===== src/rtl/dpxmj_pkg.sv =====
// ----------------------------------------------------------------------------
// dpxmj_pkg
// Shared types and constants of the dense plus exception merge join core.
// ----------------------------------------------------------------------------
package dpxmj_pkg;

	localparam int DENSE_DEPTH     = 4096;
	localparam int EXCEPTION_DEPTH = 1024;
	localparam int KEY_W           = 32;
	localparam int MAX_RUN         = 63;

	localparam int SLOT_W   = 12;
	localparam int OBJ_W    = 32;
	localparam int DENSE_AW = $clog2(DENSE_DEPTH);
	localparam int EXC_AW   = $clog2(EXCEPTION_DEPTH);
	localparam int DCNT_W   = $clog2(DENSE_DEPTH + 1);
	localparam int ECNT_W   = $clog2(EXCEPTION_DEPTH + 1);
	localparam int RUN_W    = $clog2(MAX_RUN + 1);

	localparam int IN_TDATA_W  = ((SLOT_W + KEY_W + OBJ_W + 7) / 8) * 8;
	localparam int IN_TUSER_W  = 2;
	localparam int OUT_TDATA_W = KEY_W + OBJ_W;
	localparam int OUT_TUSER_W = 2;
	localparam int CFG_IDX_W   = 2;
	localparam int CFG_DATA_W  = 32;

	typedef enum logic [IN_TUSER_W-1:0] {
		OP_LOAD_DENSE = 2'd0,
		OP_LOAD_EXC   = 2'd1,
		OP_CAND       = 2'd2,
		OP_RESTART    = 2'd3
	} op_t;

	typedef enum logic [CFG_IDX_W-1:0] {
		CFG_DENSE_BASE = 2'd0,
		CFG_DENSE_CNT  = 2'd1,
		CFG_EXC_CNT    = 2'd2
	} cfg_idx_t;

	typedef enum logic [2:0] {
		ST_IDLE,
		ST_DENSE,
		ST_DCAP,
		ST_WALK,
		ST_FLUSH
	} state_t;

	typedef struct packed {
		logic             lt;
		logic             eq;
		logic [KEY_W-1:0] diff;
	} cmp_res_t;

endpackage


===== src/rtl/dpxmj_cmp.sv =====
// ----------------------------------------------------------------------------
// dpxmj_cmp
// Shared key compare unit: subtract gives lt and diff; a direct == gives eq.
// ----------------------------------------------------------------------------
module dpxmj_cmp (
	input  logic [dpxmj_pkg::KEY_W-1:0] a,
	input  logic [dpxmj_pkg::KEY_W-1:0] b,
	output dpxmj_pkg::cmp_res_t         res
);

	logic [dpxmj_pkg::KEY_W:0] sub;

	assign sub      = {1'b0, a} - {1'b0, b};
	assign res.lt   = sub[dpxmj_pkg::KEY_W];
	assign res.eq   = (a == b);
	assign res.diff = sub[dpxmj_pkg::KEY_W-1:0];

endmodule


===== config.mk =====
export PLATFORM = sky130hd
export DESIGN_NAME = dpxmj_cmp
export DESIGN_NICKNAME = d
export VERILOG_FILES = /design/src/rtl/dpxmj_pkg.sv /design/src/rtl/dpxmj_cmp.sv
export SDC_FILE = /design/constraint.sdc
export NUM_CORES = 1
export LEC_CHECK = 0
export BUFFER_PORTS_ARGS = -buffer_cell sky130_fd_sc_hd__buf_2
export CAP_MARGIN = 20
export CORE_ASPECT_RATIO = 0.5
export CORE_MARGIN = 4
export CORE_UTILIZATION = 47
export DETAILED_ROUTE_END_ITERATION = 16
export PLACE_DENSITY = 0.81
export SYNTH_ARGS = -nofsm -noshare
export SYNTH_HDL_FRONTEND = slang
export SYNTH_SLANG_ARGS = --single-unit

===== constraint.sdc =====
create_clock -name vclk -period 2.13
set_input_delay 0.1065 -clock vclk [all_inputs]
set_output_delay 0.1065 -clock vclk [all_outputs]
set_load 0.01 [all_outputs]

==> run summary <==
number of buffers added on ports - 98
P&R area growth vs syn - 76.71%
share of cells above drive strength 1 - 52.70%
fin. max-slew vios - 0
Syn. warnings - 0
Net Switching - 711.1 uW
syn nets - 386
area of the multi-input gates - 2240 um2
Via Count - 3102
cell family with most CP delay - compound AO/OA/AOI/OAI gates
Hold Crit Class - input pin to primary output
crit end category - primary output
largest family of logic cells by synthesized area - compound AO/OA/AOI/OAI gates
minimum clock period - 2523 ps
failing checks - setup timing
vias in the first global route - 2740
Max rail drop VDD - 200.0 uV
GRT Residual Overflow - 0
WP buf/inv - 3
Hold Path Stages - 4
Rows - 16
period utilization - 118.4%
final hold vios - 0
die height - 53.80 um
Pint - 626.2 uW
synth cell count leaders - inv_1 (40), ha_1 (32), a21oi_1 (31)
synth unique cells - 56
Lkg Pwr - 1.739 nW
Tightest Pin Transition - 454.0 ps
Core Footprint - 3964 um2
clock buf count - 0
initial antenna violation count - 0
io pins - 98
gpl congestion - 0.9192
Pwr per Cell Area - 383.8 nW/um2
Crit-path slowest cell - fa_2
vias per inst - 6.229
routed len/inst - 20.44 um
First DRT Iteration DRCs - 280
CP Data Arrival Time - 2420 ps
hold path endpoint - res[0]
critical path startpoint category - input pin
Storage cell area - 0 um2
Syn Area/Cell - 6.823 um2
critical path, cell by cell - buf_8 -> inv_4 -> ha_4 -> fa_2 -> nor2b_2 -> o21ba_4 -> o21ai_4 -> a211oi_4 -> nor2b_2 -> o41ai_2 -> xor2_1 -> buf_2
placed cells - 487
critical path class - input pin to primary output
Area contributors post-synth - ha_1 (20%), a21oi_1 (7.9%), inv_1 (7.6%)
All-Layer GR Usage - 26.21%
Layout Cells excl Fill - 498
Worst path most repeated cell - nor2b_2
Crit Path Max Fanout - 3
pin count of the biggest net entering global routing - 9
Worst Setup Slack, final - -392.7 ps
Simple-Gate Fraction of Synth Area - 23.60%
cell taking the most area after synthesis - ha_1
Hold Crit Start - b[0]
final sequential cell count - 0
Synth top area share - 20.30%
nets - 543
CP max stage delay - 380 ps
Clock Power Share - 0%
Post-Synth XOR/XNOR Area - 12.44%
first-pass GRT wire length - 11.85 mm
Max Freq - 396.4 MHz
Final setup viols - 17
DRT Wirelength - 10.18 mm
Fill cells - 203
Switching Fraction - 53.18%
Die Width - 99.60 um
status - complete, but fails checks
Initial Util - 49.75%
Synth Instances - 289
max_slew headroom - 69.46%
post-cts hold buffer count - 0
post-route DRC violation count - 0
Synth Area in Compound Gates - 32.68%
ant diodes - 0
die area - 5358 um2
Critical Path RT - 2020 ps
post-synthesis mux area share - 0.5076%
Flop pwr share - 0%
power share of the combinational group - 100.0%
unrepaired setup endpoints after global routing - yes
drt first pass iters - 5
sequential area share after synthesis - 0%
HPWL Detailed - 5.666 mm
antenna-violating nets left - 0
max-cap violations - 0
most numerous cell in the Yosys netlist - inv_1
CP Depth - 12
Synth Area in Adders - 21.32%
Hold Slack - 588.9 ps
Cell Area, Synth - 1972 um2
-- cell usage in the layout, fill, tap and decap left out, types with 4 or more instances in the layout --
cell type  count
a21o_1         9
a21oi_1       22
a21oi_2       10
buf_2         94
buf_4         61
buf_6          7
ha_1          14
ha_4          18
inv_1         37
nand2_1       23
nand3_1        8
nand4_1        6
nor2_1        12
nor2b_1        4
o21a_1         6
o21ai_0       16
o21ai_2        6
xnor2_1       13
xor2_1        13
-- power groups by stage --
stage | clock network, mW | registers [mW] | logic (mW)
4_1_cts | 0 | 0 | 1.13
6_report | 0 | 0 | 1.34
5_1_grt | 0 | 0 | 1.41
3_5_place_dp | 0 | 0 | 1.02
2_1_floorplan | 0 | 0 | 0.589
3_3_place_gp | 0 | 0 | 0.999
-- tightest hold or removal path: cells and delay by family --
| family | cells | cell delay [ps] |
|---|---|---|
| fa+ha+maj | 1 | 120 |
| buf+inv | 3 | 260 |
-- metal layers --
metal | track usage, % | part of all wire, % | up-vias
met3 | 1.164 | 9.6 | 94
met2 | 53.33 | 47 | 266
met5 | 0 | 0 | -
met1 | 31.67 | 37 | 1397
li1 | - | - | 1345
met4 | 4.535 | 7.1 | 0
-- final cells by class --
class	instances	area share, %
Inverter	40	4.452
Multi-Input combinational cell	241	64.27
Timing Repair Buffer	163	29.34
Tap cell	54	1.939
-- metrics by stage --
step | setup slack (ps) | util, % | setup TNS (ps) | area, um2 | total power, mW
CTS | -111.2 | 81.31 | -475.2 | 3223 | 1.130
floorplan | 27.95 | - | 0 | 1972 | 0.5891
detailed placement | -216.9 | 73.14 | -1786 | 2899 | 1.022
global placement | -170.2 | 73.14 | -1290 | 2899 | 0.9995
global route | -391.3 | 87.91 | -3273 | 3485 | 1.406
finish | -392.7 | 87.91 | -2559 | 3485 | 1.337
-- cells by family after synthesis --
group | after synthesis
buffers and inverters | 48
and+or+nand+nor | 84
AOI/OAI and AO/OA | 95
adders and majority gates | 33
muxes | 1
xor gates and xnor gates | 28
-- what timing repair did --
item,CTS,global route
endpoints found under the setup margin,12,13
resized for setup,45,41
pin swaps,16,31
setup buffers,4,9
cloned,0,0
-- how the worst max path moves through the flow --
stage | from | to
3_5_place_dp | a[0] | res[24]
3_3_place_gp | a[12] | res[26]
2_1_floorplan | a[0] | res[28]
5_1_grt | a[0] | res[30]
4_1_cts | a[0] | res[24]
6_report | a[0] | res[30]
(Power assumes the default switching activity.)
